$ cat src/hw/rtl/sha1mh_pkg.sv
package sha1mh_pkg;

  // Channel widths
  localparam int IN_TDATA_W  = 8;
  localparam int OUT_TDATA_W = 40;
  localparam int OUT_PAD_W   = 5;
  localparam int WIDX_W      = 3;

  // Command queue between front and back
  localparam int FIFO_DEPTH = 4;
  localparam int FIFO_AW    = $clog2(FIFO_DEPTH);

  // Hash constants
  localparam int            DIGEST_WORDS = 5;
  localparam logic [6:0]    LAST_ROUND   = 7'd79;
  localparam logic [7:0]    PAD_MARK     = 8'h80;
  localparam logic [WIDX_W-1:0] LAST_WIDX = 3'd4;
  localparam logic [31:0]   H_INIT [DIGEST_WORDS] =
    '{32'h67452301, 32'hEFCDAB89, 32'h98BADCFE, 32'h10325476, 32'hC3D2E1F0};
  localparam logic [31:0]   K_0 = 32'h5A827999;
  localparam logic [31:0]   K_1 = 32'h6ED9EBA1;
  localparam logic [31:0]   K_2 = 32'h8F1BBCDC;
  localparam logic [31:0]   K_3 = 32'hCA62C1D6;

  // Fill positions that steer padding
  localparam logic [5:0] FILL_LAST    = 6'd63;
  localparam logic [5:0] FILL_PRE_LEN = 6'd55;

  typedef struct packed {
    logic       fin;
    logic [7:0] data;
  } cmd_t;

  typedef struct packed {
    logic [31:0]       word;
    logic [WIDX_W-1:0] idx;
    logic              last;
    logic              failed;
  } res_t;

  typedef enum logic [4:0] {
    ST_IDLE = 5'b00001,
    ST_PAD  = 5'b00010,
    ST_COMP = 5'b00100,
    ST_FOLD = 5'b01000,
    ST_EMIT = 5'b10000
  } state_t;

  function automatic logic [31:0] rotl1(input logic [31:0] x);
    return {x[30:0], x[31]};
  endfunction

  function automatic logic [31:0] rotl5(input logic [31:0] x);
    return {x[26:0], x[31:27]};
  endfunction

  function automatic logic [31:0] rotl30(input logic [31:0] x);
    return {x[1:0], x[31:2]};
  endfunction

  // Round function plus round constant, by round range
  function automatic logic [31:0] round_fk(input logic [6:0] rnd, input logic [31:0] b,
                                           input logic [31:0] c, input logic [31:0] d);
    logic [31:0] f;
    case (rnd) inside
      [7'd0:7'd19]:  f = ((b & c) | (~b & d)) + K_0;
      [7'd20:7'd39]: f = (b ^ c ^ d) + K_1;
      [7'd40:7'd59]: f = ((b & c) | (b & d) | (c & d)) + K_2;
      default:       f = (b ^ c ^ d) + K_3;
    endcase
    return f;
  endfunction

endpackage

$ cat src/hw/rtl/sha1mh_front.sv
module sha1mh_front
  import sha1mh_pkg::*;
(
  input  logic                  clk,
  input  logic                  rst_n,
  input  logic                  in_tvalid,
  output logic                  in_tready,
  input  logic [IN_TDATA_W-1:0] in_tdata,
  input  logic                  in_tuser,
  output logic                  push,
  output cmd_t                  push_cmd,
  input  logic                  full
);

  logic stage_vld_r, stage_vld_nxt;
  cmd_t stage_cmd_r;
  logic accept;

  // Take a beat whenever the stage is free or drains this cycle
  assign push      = stage_vld_r && !full;
  assign in_tready = !stage_vld_r || !full;
  assign accept    = in_tvalid && in_tready;
  assign push_cmd  = stage_cmd_r;

  always_comb begin
    stage_vld_nxt = stage_vld_r;
    if (accept) begin
      stage_vld_nxt = 1'b1;
    end else if (push) begin
      stage_vld_nxt = 1'b0;
    end
  end

  always_ff @(posedge clk) begin
    if (!rst_n) begin
      stage_vld_r <= 1'b0;
    end else begin
      stage_vld_r <= stage_vld_nxt;
    end
  end

  // Classify: tuser marks a finish, tdata carries the byte
  always_ff @(posedge clk) begin
    if (accept) begin
      stage_cmd_r.fin  <= in_tuser;
      stage_cmd_r.data <= in_tdata;
    end
  end

endmodule

$ cat src/hw/rtl/sha1mh_fifo.sv
module sha1mh_fifo
  import sha1mh_pkg::*;
(
  input  logic clk,
  input  logic rst_n,
  input  logic push,
  input  cmd_t push_cmd,
  output logic full,
  input  logic pop,
  output cmd_t pop_cmd,
  output logic not_empty
);

  cmd_t               mem_r [FIFO_DEPTH];
  logic [FIFO_AW-1:0] wr_ptr_r, wr_ptr_nxt;
  logic [FIFO_AW-1:0] rd_ptr_r, rd_ptr_nxt;
  logic [FIFO_AW:0]   cnt_r, cnt_nxt;
  logic               do_push, do_pop;

  assign full      = cnt_r == (FIFO_AW+1)'(FIFO_DEPTH);
  assign not_empty = cnt_r != '0;
  assign do_push   = push && !full;
  assign do_pop    = pop && not_empty;
  assign pop_cmd   = mem_r[rd_ptr_r];

  // Advance pointers with wrap at the queue depth
  always_comb begin
    wr_ptr_nxt = wr_ptr_r;
    rd_ptr_nxt = rd_ptr_r;
    cnt_nxt    = cnt_r;
    if (do_push) begin
      wr_ptr_nxt = (wr_ptr_r == FIFO_AW'(FIFO_DEPTH - 1)) ? '0 : wr_ptr_r + 1'b1;
    end
    if (do_pop) begin
      rd_ptr_nxt = (rd_ptr_r == FIFO_AW'(FIFO_DEPTH - 1)) ? '0 : rd_ptr_r + 1'b1;
    end
    if (do_push && !do_pop) begin
      cnt_nxt = cnt_r + 1'b1;
    end else if (do_pop && !do_push) begin
      cnt_nxt = cnt_r - 1'b1;
    end
  end

  always_ff @(posedge clk) begin
    if (!rst_n) begin
      wr_ptr_r <= '0;
      rd_ptr_r <= '0;
      cnt_r    <= '0;
    end else begin
      wr_ptr_r <= wr_ptr_nxt;
      rd_ptr_r <= rd_ptr_nxt;
      cnt_r    <= cnt_nxt;
    end
  end

  always_ff @(posedge clk) begin
    if (do_push) begin
      mem_r[wr_ptr_r] <= push_cmd;
    end
  end

endmodule

$ cat src/hw/rtl/sha1mh_back.sv
module sha1mh_back
  import sha1mh_pkg::*;
(
  input  logic clk,
  input  logic rst_n,
  input  logic q_valid,
  input  cmd_t q_cmd,
  output logic q_pop,
  output logic out_valid,
  input  logic out_ready,
  output res_t out_res
);

  state_t            state_r, state_nxt;
  logic [31:0]       h_r [DIGEST_WORDS];
  logic [31:0]       h_nxt [DIGEST_WORDS];
  logic [31:0]       w_r [16];
  logic [31:0]       w_nxt [16];
  logic [31:0]       a_r, b_r, c_r, d_r, e_r;
  logic [31:0]       a_nxt, b_nxt, c_nxt, d_nxt, e_nxt;
  logic [23:0]       acc_r, acc_nxt;
  logic [5:0]        fill_r, fill_nxt;
  logic [60:0]       cnt_r, cnt_nxt;
  logic              ovf_r, ovf_nxt;
  logic [6:0]        rnd_r, rnd_nxt;
  logic              mark_r, mark_nxt;
  logic              len_r, len_nxt;
  logic              padret_r, padret_nxt;
  logic              final_r, final_nxt;
  logic [WIDX_W-1:0] widx_r, widx_nxt;
  logic              out_vld_r, out_vld_nxt;
  res_t              out_res_r, out_res_nxt;

  logic              push_en;
  logic [7:0]        push_byte;
  logic [61:0]       cnt_inc;
  logic [63:0]       bitlen;
  logic [7:0]        len_byte;
  logic [31:0]       t_sum;

  assign cnt_inc   = {1'b0, cnt_r} + 62'd1;
  assign bitlen    = {cnt_r, 3'b000};
  assign len_byte  = bitlen[{~fill_r[2:0], 3'b000} +: 8];
  assign t_sum     = rotl5(a_r) + round_fk(rnd_r, b_r, c_r, d_r) + e_r + w_r[0];
  assign out_valid = out_vld_r;
  assign out_res   = out_res_r;

  always_comb begin
    state_nxt   = state_r;
    h_nxt       = h_r;
    w_nxt       = w_r;
    a_nxt       = a_r;
    b_nxt       = b_r;
    c_nxt       = c_r;
    d_nxt       = d_r;
    e_nxt       = e_r;
    acc_nxt     = acc_r;
    fill_nxt    = fill_r;
    cnt_nxt     = cnt_r;
    ovf_nxt     = ovf_r;
    rnd_nxt     = rnd_r;
    mark_nxt    = mark_r;
    len_nxt     = len_r;
    padret_nxt  = padret_r;
    final_nxt   = final_r;
    widx_nxt    = widx_r;
    out_res_nxt = out_res_r;
    out_vld_nxt = out_vld_r && !out_ready;
    q_pop       = 1'b0;
    push_en     = 1'b0;
    push_byte   = '0;

    case (state_r)
      // Take one command: absorb a byte (dropped once the length overflowed) or start the finish
      ST_IDLE: begin
        if (q_valid) begin
          q_pop = 1'b1;
          if (q_cmd.fin) begin
            mark_nxt  = 1'b0;
            len_nxt   = 1'b0;
            final_nxt = 1'b0;
            widx_nxt  = '0;
            state_nxt = ovf_r ? ST_EMIT : ST_PAD;
          end else if (!ovf_r) begin
            push_en   = 1'b1;
            push_byte = q_cmd.data;
            cnt_nxt   = cnt_inc[60:0];
            if (cnt_inc[61]) begin
              ovf_nxt = 1'b1;
            end
          end
        end
      end

      // Feed the marker, zero fill and the length, one byte a cycle
      ST_PAD: begin
        push_en = 1'b1;
        if (!mark_r) begin
          push_byte = PAD_MARK;
          mark_nxt  = 1'b1;
          if (fill_r == FILL_PRE_LEN) begin
            len_nxt = 1'b1;
          end
        end else if (len_r) begin
          push_byte = len_byte;
          if (fill_r == FILL_LAST) begin
            final_nxt = 1'b1;
          end
        end else begin
          push_byte = '0;
          if (fill_r == FILL_PRE_LEN) begin
            len_nxt = 1'b1;
          end
        end
      end

      // One round per cycle, schedule window slides along
      ST_COMP: begin
        e_nxt = d_r;
        d_nxt = c_r;
        c_nxt = rotl30(b_r);
        b_nxt = a_r;
        a_nxt = t_sum;
        for (int i = 0; i < 15; i++) begin
          w_nxt[i] = w_r[i+1];
        end
        w_nxt[15] = rotl1(w_r[13] ^ w_r[8] ^ w_r[2] ^ w_r[0]);
        rnd_nxt   = rnd_r + 1'b1;
        if (rnd_r == LAST_ROUND) begin
          state_nxt = ST_FOLD;
        end
      end

      // Add the working words into the chaining value
      ST_FOLD: begin
        h_nxt[0] = h_r[0] + a_r;
        h_nxt[1] = h_r[1] + b_r;
        h_nxt[2] = h_r[2] + c_r;
        h_nxt[3] = h_r[3] + d_r;
        h_nxt[4] = h_r[4] + e_r;
        if (final_r) begin
          state_nxt = ST_EMIT;
        end else if (padret_r) begin
          state_nxt = ST_PAD;
        end else begin
          state_nxt = ST_IDLE;
        end
      end

      // Load one digest word per free output slot (a single failed beat on overflow), then restart
      ST_EMIT: begin
        if (!out_vld_r || out_ready) begin
          out_vld_nxt = 1'b1;
          if (ovf_r) begin
            out_res_nxt.word   = '0;
            out_res_nxt.idx    = '0;
            out_res_nxt.last   = 1'b1;
            out_res_nxt.failed = 1'b1;
          end else begin
            out_res_nxt.word   = h_r[widx_r];
            out_res_nxt.idx    = widx_r;
            out_res_nxt.last   = widx_r == LAST_WIDX;
            out_res_nxt.failed = 1'b0;
            widx_nxt           = widx_r + 1'b1;
          end
          if (ovf_r || widx_r == LAST_WIDX) begin
            h_nxt      = H_INIT;
            fill_nxt   = '0;
            cnt_nxt    = '0;
            ovf_nxt    = 1'b0;
            mark_nxt   = 1'b0;
            len_nxt    = 1'b0;
            final_nxt  = 1'b0;
            padret_nxt = 1'b0;
            widx_nxt   = '0;
            state_nxt  = ST_IDLE;
          end
        end
      end

      default: begin
        state_nxt = ST_IDLE;
      end
    endcase

    // Pack bytes into big-endian words and shift them into the window
    if (push_en) begin
      fill_nxt = fill_r + 1'b1;
      if (fill_r[1:0] == 2'b11) begin
        for (int i = 0; i < 15; i++) begin
          w_nxt[i] = w_r[i+1];
        end
        w_nxt[15] = {acc_r, push_byte};
      end else begin
        acc_nxt = {acc_r[15:0], push_byte};
      end
      if (fill_r == FILL_LAST) begin
        a_nxt      = h_r[0];
        b_nxt      = h_r[1];
        c_nxt      = h_r[2];
        d_nxt      = h_r[3];
        e_nxt      = h_r[4];
        rnd_nxt    = '0;
        padret_nxt = state_r == ST_PAD;
        state_nxt  = ST_COMP;
      end
    end
  end

  always_ff @(posedge clk) begin
    if (!rst_n) begin
      state_r   <= ST_IDLE;
      h_r       <= H_INIT;
      fill_r    <= '0;
      cnt_r     <= '0;
      ovf_r     <= 1'b0;
      rnd_r     <= '0;
      mark_r    <= 1'b0;
      len_r     <= 1'b0;
      padret_r  <= 1'b0;
      final_r   <= 1'b0;
      widx_r    <= '0;
      out_vld_r <= 1'b0;
    end else begin
      state_r   <= state_nxt;
      h_r       <= h_nxt;
      fill_r    <= fill_nxt;
      cnt_r     <= cnt_nxt;
      ovf_r     <= ovf_nxt;
      rnd_r     <= rnd_nxt;
      mark_r    <= mark_nxt;
      len_r     <= len_nxt;
      padret_r  <= padret_nxt;
      final_r   <= final_nxt;
      widx_r    <= widx_nxt;
      out_vld_r <= out_vld_nxt;
    end
  end

  always_ff @(posedge clk) begin
    w_r       <= w_nxt;
    a_r       <= a_nxt;
    b_r       <= b_nxt;
    c_r       <= c_nxt;
    d_r       <= d_nxt;
    e_r       <= e_nxt;
    acc_r     <= acc_nxt;
    out_res_r <= out_res_nxt;
  end

endmodule

$ cat src/hw/rtl/sha1_message_hasher.sv
// Channel | Dir | tdata (low bit up)                   | tuser      | tlast
// in_     | in  | data_byte[7:0]                       | op         | -
// out_    | out | digest_word[31:0], word_index[34:32] | failed     | last_word
//
// The back engine absorbs each byte from the queue; a full 64-byte block then
// adds 80 rounds of one shared round unit plus the fold. A finish feeds 9 to 72
// pad bytes at one per cycle between its one or two compressions, then five
// beats (one on length overflow).
// Reset is synchronous and needs no clearing pass. A four-beat command queue
// lets input keep arriving while the engine compresses or the output stalls.
module sha1_message_hasher
  import sha1mh_pkg::*;
(
  input  logic                   clk,
  input  logic                   rst_n,
  input  logic                   in_tvalid,
  output logic                   in_tready,
  input  logic [IN_TDATA_W-1:0]  in_tdata,   // [7:0] data_byte
  input  logic                   in_tuser,   // [0] op
  output logic                   out_tvalid,
  input  logic                   out_tready,
  output logic [OUT_TDATA_W-1:0] out_tdata,  // [31:0] digest_word, [34:32] word_index
  output logic                   out_tuser,  // [0] failed
  output logic                   out_tlast
);

  logic push, full, pop, not_empty;
  cmd_t push_cmd, pop_cmd;
  res_t res;

  sha1mh_front u_front (
    .clk       (clk),
    .rst_n     (rst_n),
    .in_tvalid (in_tvalid),
    .in_tready (in_tready),
    .in_tdata  (in_tdata),
    .in_tuser  (in_tuser),
    .push      (push),
    .push_cmd  (push_cmd),
    .full      (full)
  );

  sha1mh_fifo u_fifo (
    .clk       (clk),
    .rst_n     (rst_n),
    .push      (push),
    .push_cmd  (push_cmd),
    .full      (full),
    .pop       (pop),
    .pop_cmd   (pop_cmd),
    .not_empty (not_empty)
  );

  sha1mh_back u_back (
    .clk       (clk),
    .rst_n     (rst_n),
    .q_valid   (not_empty),
    .q_cmd     (pop_cmd),
    .q_pop     (pop),
    .out_valid (out_tvalid),
    .out_ready (out_tready),
    .out_res   (res)
  );

  // Pack the result beat
  assign out_tdata = {{OUT_PAD_W{1'b0}}, res.idx, res.word};
  assign out_tuser = res.failed;
  assign out_tlast = res.last;

endmodule

$ cat config.mk
export PLATFORM = sky130hd
export DESIGN_NAME = sha1_message_hasher
export DESIGN_NICKNAME = d
export VERILOG_FILES = /design/src/hw/rtl/sha1mh_pkg.sv /design/src/hw/rtl/sha1mh_front.sv /design/src/hw/rtl/sha1mh_fifo.sv /design/src/hw/rtl/sha1mh_back.sv /design/src/hw/rtl/sha1_message_hasher.sv
export SDC_FILE = /design/constraint.sdc
export NUM_CORES = 2
export LEC_CHECK = 0
export BUFFER_PORTS_ARGS = -buffer_cell sky130_fd_sc_hd__buf_2
export CELL_PAD_IN_SITES_DETAIL_PLACEMENT = 1
export CELL_PAD_IN_SITES_GLOBAL_PLACEMENT = 1
export CORE_ASPECT_RATIO = 1.25
export CORE_MARGIN = 2
export CORE_UTILIZATION = 46
export DETAILED_ROUTE_END_ITERATION = 8
export GPL_ROUTABILITY_DRIVEN = 0
export PLACE_DENSITY = 0.85
export SLEW_MARGIN = 20
export SYNTH_ARGS = -nofsm -noshare
export SYNTH_HDL_FRONTEND = slang
export SYNTH_SLANG_ARGS = --single-unit
export TNS_END_PERCENT = 20
$ cat constraint.sdc
create_clock -name clk -period 5.97 [get_ports clk]
set_clock_uncertainty 0.1 [all_clocks]
set_input_delay 0.2985 -clock clk [delete_from_list [all_inputs] [get_ports clk]]
set_output_delay 0.2985 -clock clk [all_outputs]
set_load 0.01 [all_outputs]
==> qor.yml <==
final_layout:
  final-seq-area_um2: 21800
  multi_input_area_um2: 30400
  final_cell_area_um2: 61900
  fill_cells: 12628
  drive_gt1_share_pct: 21.6
  nets: 6127
  fin_cells: 7460
  area_growth_pct: 15.9
yosys:
  yosysSeqAreaShare_pct: 40.8
  synth_compound_area_share_pct: 14.4
  synth-async-reset-ratio_pct: 0
  synthXorXnorAreaFrac_pct: 6.18
  muxShareOfSynthArea_pct: 13.4
  synth_ff_type: "dfxtp_1"
  synth_common_cells: "dfxtp_1, nand2_1, nor2_1"
  synth_top_family_by_area: "compound AO/OA/AOI/OAI gates"
  synth_area_um2: 53400
  synth_edf_count: 106
  synth.area.top_cells: "dfxtp_1, mux2_2, edfxtp_1, ha_1, xnor2_1"
  avgSynthCellArea_um2: 9.56
  yosysTopAreaCell: "dfxtp_1"
  yosysTopAreaCellShare_pct: 34.9
  synth_cells: 5584
  synthAdderAreaFrac_pct: 8.51
  yosysMostFrequentCell: "dfxtp_1"
  yosys_warnings: 0
  synth_simple_gate_area_share_pct: 12.7
  synth.distinct_cells: 91
  ys_ff_latch: 1036
global_route:
  first_global_vias: 51285
  overflow: 0
  grt_pass1_wl_mm: 322
  grt_max_degree: 189
  antenna_found_initial: 16
  grt_usage_pct: 35.4
placement:
  post-place-cells: 7206
  dpl_cell_area_um2: 56900
  place_hpwl_mm: 127
  port_buffers: 51
  place_ws_ns: -0.980
routing:
  wire_per_inst_um: 30.3
  drt_iter0_drc: 5415
  ant_nets: 0
  dr.pass1.iters: 8
  num_vias: 48914
  drc: 0
  finalWirelength_mm: 226
  vias_per_cell: 6.56
cts:
  root_buffer: "clkbuf_16"
  cts_made_buffers: 105
  clockBufferDepth: 3
  clock_latency_ns: 0.83
  numClockSinks: 1036
  tritoncts: "yes"
  path_clk_slew_ns: 0.07
  cts_max_level: 3
setup_path:
  crit_start: "u_back.d_r[10]"
  cp-start-kind: "flip-flop"
  r2r-end: "u_back.a_r[29]"
  path_buf_inv: 4
  required_ns: 6.45
  cp.arrival_ns: 8.09
  slowest_delay_ns: 0.77
  crit_type: "reg -> reg"
  timing.rr.start: "u_back.d_r[10]"
  cpMostUsedCell: "fa_1"
  worst-r2r-cell-count: 26
  end_kind: "flip-flop"
  critPathMaxFanout: 6
  slowest_stage: "fa_1"
  rrSetupSlack_ns: -1.64
  cp_num_cells: 26
  cp_top_family: "adder cells"
  crit_end: "u_back.a_r[29]"
timing:
  period_needed_ns: 7.61
  rsz0062_at_grt: "yes"
  fmax_mhz: 131
  tns_ns: -22.81
  tightest_slew_ns: 1.20
  finalWorstSetupSlack_ns: -1.64
  final-hold-violation-count: 0
  finalSetupViolCount: 22
  slew_violations: 0
  maxSlewHeadroom_pct: 20.0
  period_share_pct: 128
power:
  power_leakage_nw: 25.3
  swShare_pct: 27.6
  switching_power_mw: 4.54
  max-vdd-ir-drop_uv: 229
  power_density_nw_per_um2: 266
  clkPwrFrac_pct: 45.1
  total_power_mw: 16.5
  comb_power_share_pct: 8.6
  p_seq_share_pct: 46.3
  intPower_mw: 11.9
floorplan:
  die_y_um: 385
  io_pins: 57
  die_w_um: 309
  rows: 139
  start_util_pct: 46.5
  dieArea_um2: 119000
  fp.coreArea_um2: 115000
job:
  max_cap_violations: 0
status:
  outcome: "complete, but fails checks"
  violations: "negative setup slack"
worst_hold_path:
  min_from: "in_tdata[5]"
  hp-class: "in -> reg"
-- power groups by stage --
stage | Combinational [mW] | Clock [mW] | Sequential, mW
2_1_floorplan | 0.828 | 0 | 7.59
3_3_place_gp | 1.10 | 0 | 7.69
3_5_place_dp | 1.18 | 0 | 7.72
4_1_cts | 1.29 | 7.32 | 7.59
5_1_grt | 1.46 | 7.68 | 7.62
6_report | 1.42 | 7.42 | 7.61
-- cells by family after synthesis --
| family | count (synthesis) |
|---|---|
| fa+ha+maj | 303 |
| simple gates | 1526 |
| other cells | 1 |
| buf+inv | 538 |
| xor+xnor | 377 |
| mux | 583 |
| compound gates | 1220 |
| flops | 1036 |
-- worst reg2reg max path, cell delays in order, from the launching register on --
cell and delay (ns):
dfxtp_1 0.34, inv_1 0.07, fa_1 0.59, nor2b_2 0.31, nand4b_1 0.55, buf_4 0.38, o21a_1 0.21, nor2_1 0.26
o211ai_1 0.14, xor2_1 0.19, a32oi_1 0.08, o21ai_1 0.13, a21oi_2 0.10, fa_1 0.61, inv_2 0.13, fa_1 0.77
inv_1 0.15, ha_4 0.34, nand2_1 0.15, nor3_4 0.22, nand2_1 0.09, o211a_4 0.28, o21ai_2 0.30, a21o_1 0.26
a41oi_2 0.19, xor2_1 0.26, o21ai_1 0.16
-- layer usage --
metal | GRT usage [%] | routed length, µm
met1 | 38.7 | 77000
met5 | 0 | 140
met4 | 28.8 | 22700
met2 | 58.8 | 104000
met3 | 8.21 | 22500
-- per-stage QoR --
step	hold slack [ns]	utilization, %
6_report	0.107	53.8
5_1_grt	0.114	53.8
4_1_cts	0.108	53.4
3_5_place_dp	0.355	49.5
3_3_place_gp	0.327	49.5
2_1_floorplan	0.297	-
-- worst min path at each step --
stage | endpoint | slack, ns | depth (start not counted)
2_1_floorplan | u_front.push_cmd[0] | 0.30 | 0
3_3_place_gp | u_back.fill_r[5] | 0.33 | 1
3_5_place_dp | u_back.acc_r[17] | 0.36 | 0
4_1_cts | u_front.push_cmd[1] | 0.11 | 2
5_1_grt | u_front.push_cmd[2] | 0.11 | 2
6_report | u_front.push_cmd[5] | 0.11 | 2
-- registers in the layout, summed over array words and instances, names as in the netlist, 5 cells and up, named ones only --
signal            flops
u_back.d_r           32
u_back.state_r        5
u_back.a_r           32
u_back.cnt_r         61
u_back.out_res       37
u_back.b_r           32
u_back.c_r           32
u_back.e_r           32
u_back.h_r          160
u_back.rnd_r          7
u_fifo.mem_r         36
u_back.acc_r         24
u_back.fill_r         6
u_back.w_r          512
u_front.push_cmd      9
-- layout make-up --
| class | instances | area share, % |
|---|---|---|
| diodes | 5 | 0.0202 |
| well taps | 1551 | 3.14 |
| flip-flops and latches | 1036 | 35.3 |
| clock buffers | 143 | 4.67 |
| multi-input cells | 4014 | 49.1 |
| repair buffers | 391 | 4.81 |
| clock inverters | 57 | 1.38 |
| inverters | 263 | 1.60 |
-- cell usage in the layout, fill, tap and decap left out, drive strengths merged, types with 16 or more instances in the layout --
| cell type | netlist | final |
|---|---|---|
| o22ai | 43 | 43 |
| clkbuf | 216 | 144 |
| nand2 | 563 | 563 |
| nor2b | 58 | 58 |
| inv | 262 | 272 |
| o21a | 38 | 38 |
| and3 | 36 | 36 |
| buf | 59 | 377 |
| a21oi | 309 | 309 |
| clkinv | 1 | 26 |
| o21bai | 25 | 25 |
| o21ai | 263 | 263 |
| and2 | 22 | 22 |
| nand3 | 98 | 98 |
| ha | 203 | 203 |
| edfxtp | 106 | 106 |
| mux2i | 46 | 46 |
| dfxtp | 930 | 930 |
| nand4 | 31 | 31 |
| a22oi | 56 | 56 |
| xnor2 | 241 | 241 |
| xor2 | 136 | 136 |
| a21boi | 42 | 42 |
| a21o | 83 | 83 |
| or2 | 16 | 16 |
| mux4 | 54 | 54 |
| o211ai | 28 | 28 |
| fa | 100 | 100 |
| or3 | 29 | 29 |
| nor3 | 76 | 76 |
| nor2 | 509 | 509 |
| mux2 | 483 | 483 |
| a31oi | 154 | 154 |
| a211oi | 35 | 35 |
| nand2b | 35 | 35 |
-- what timing repair did --
action | CTS | global route
endpoints found under the hold margin | 39 | 0
pin swaps | 49 | 48
setup endpoints to repair | 18 | 20
setup buffers | 18 | 17
gates resized for setup | 129 | 75
hold buffers | 13 | 0
(Power assumes the default switching activity.)
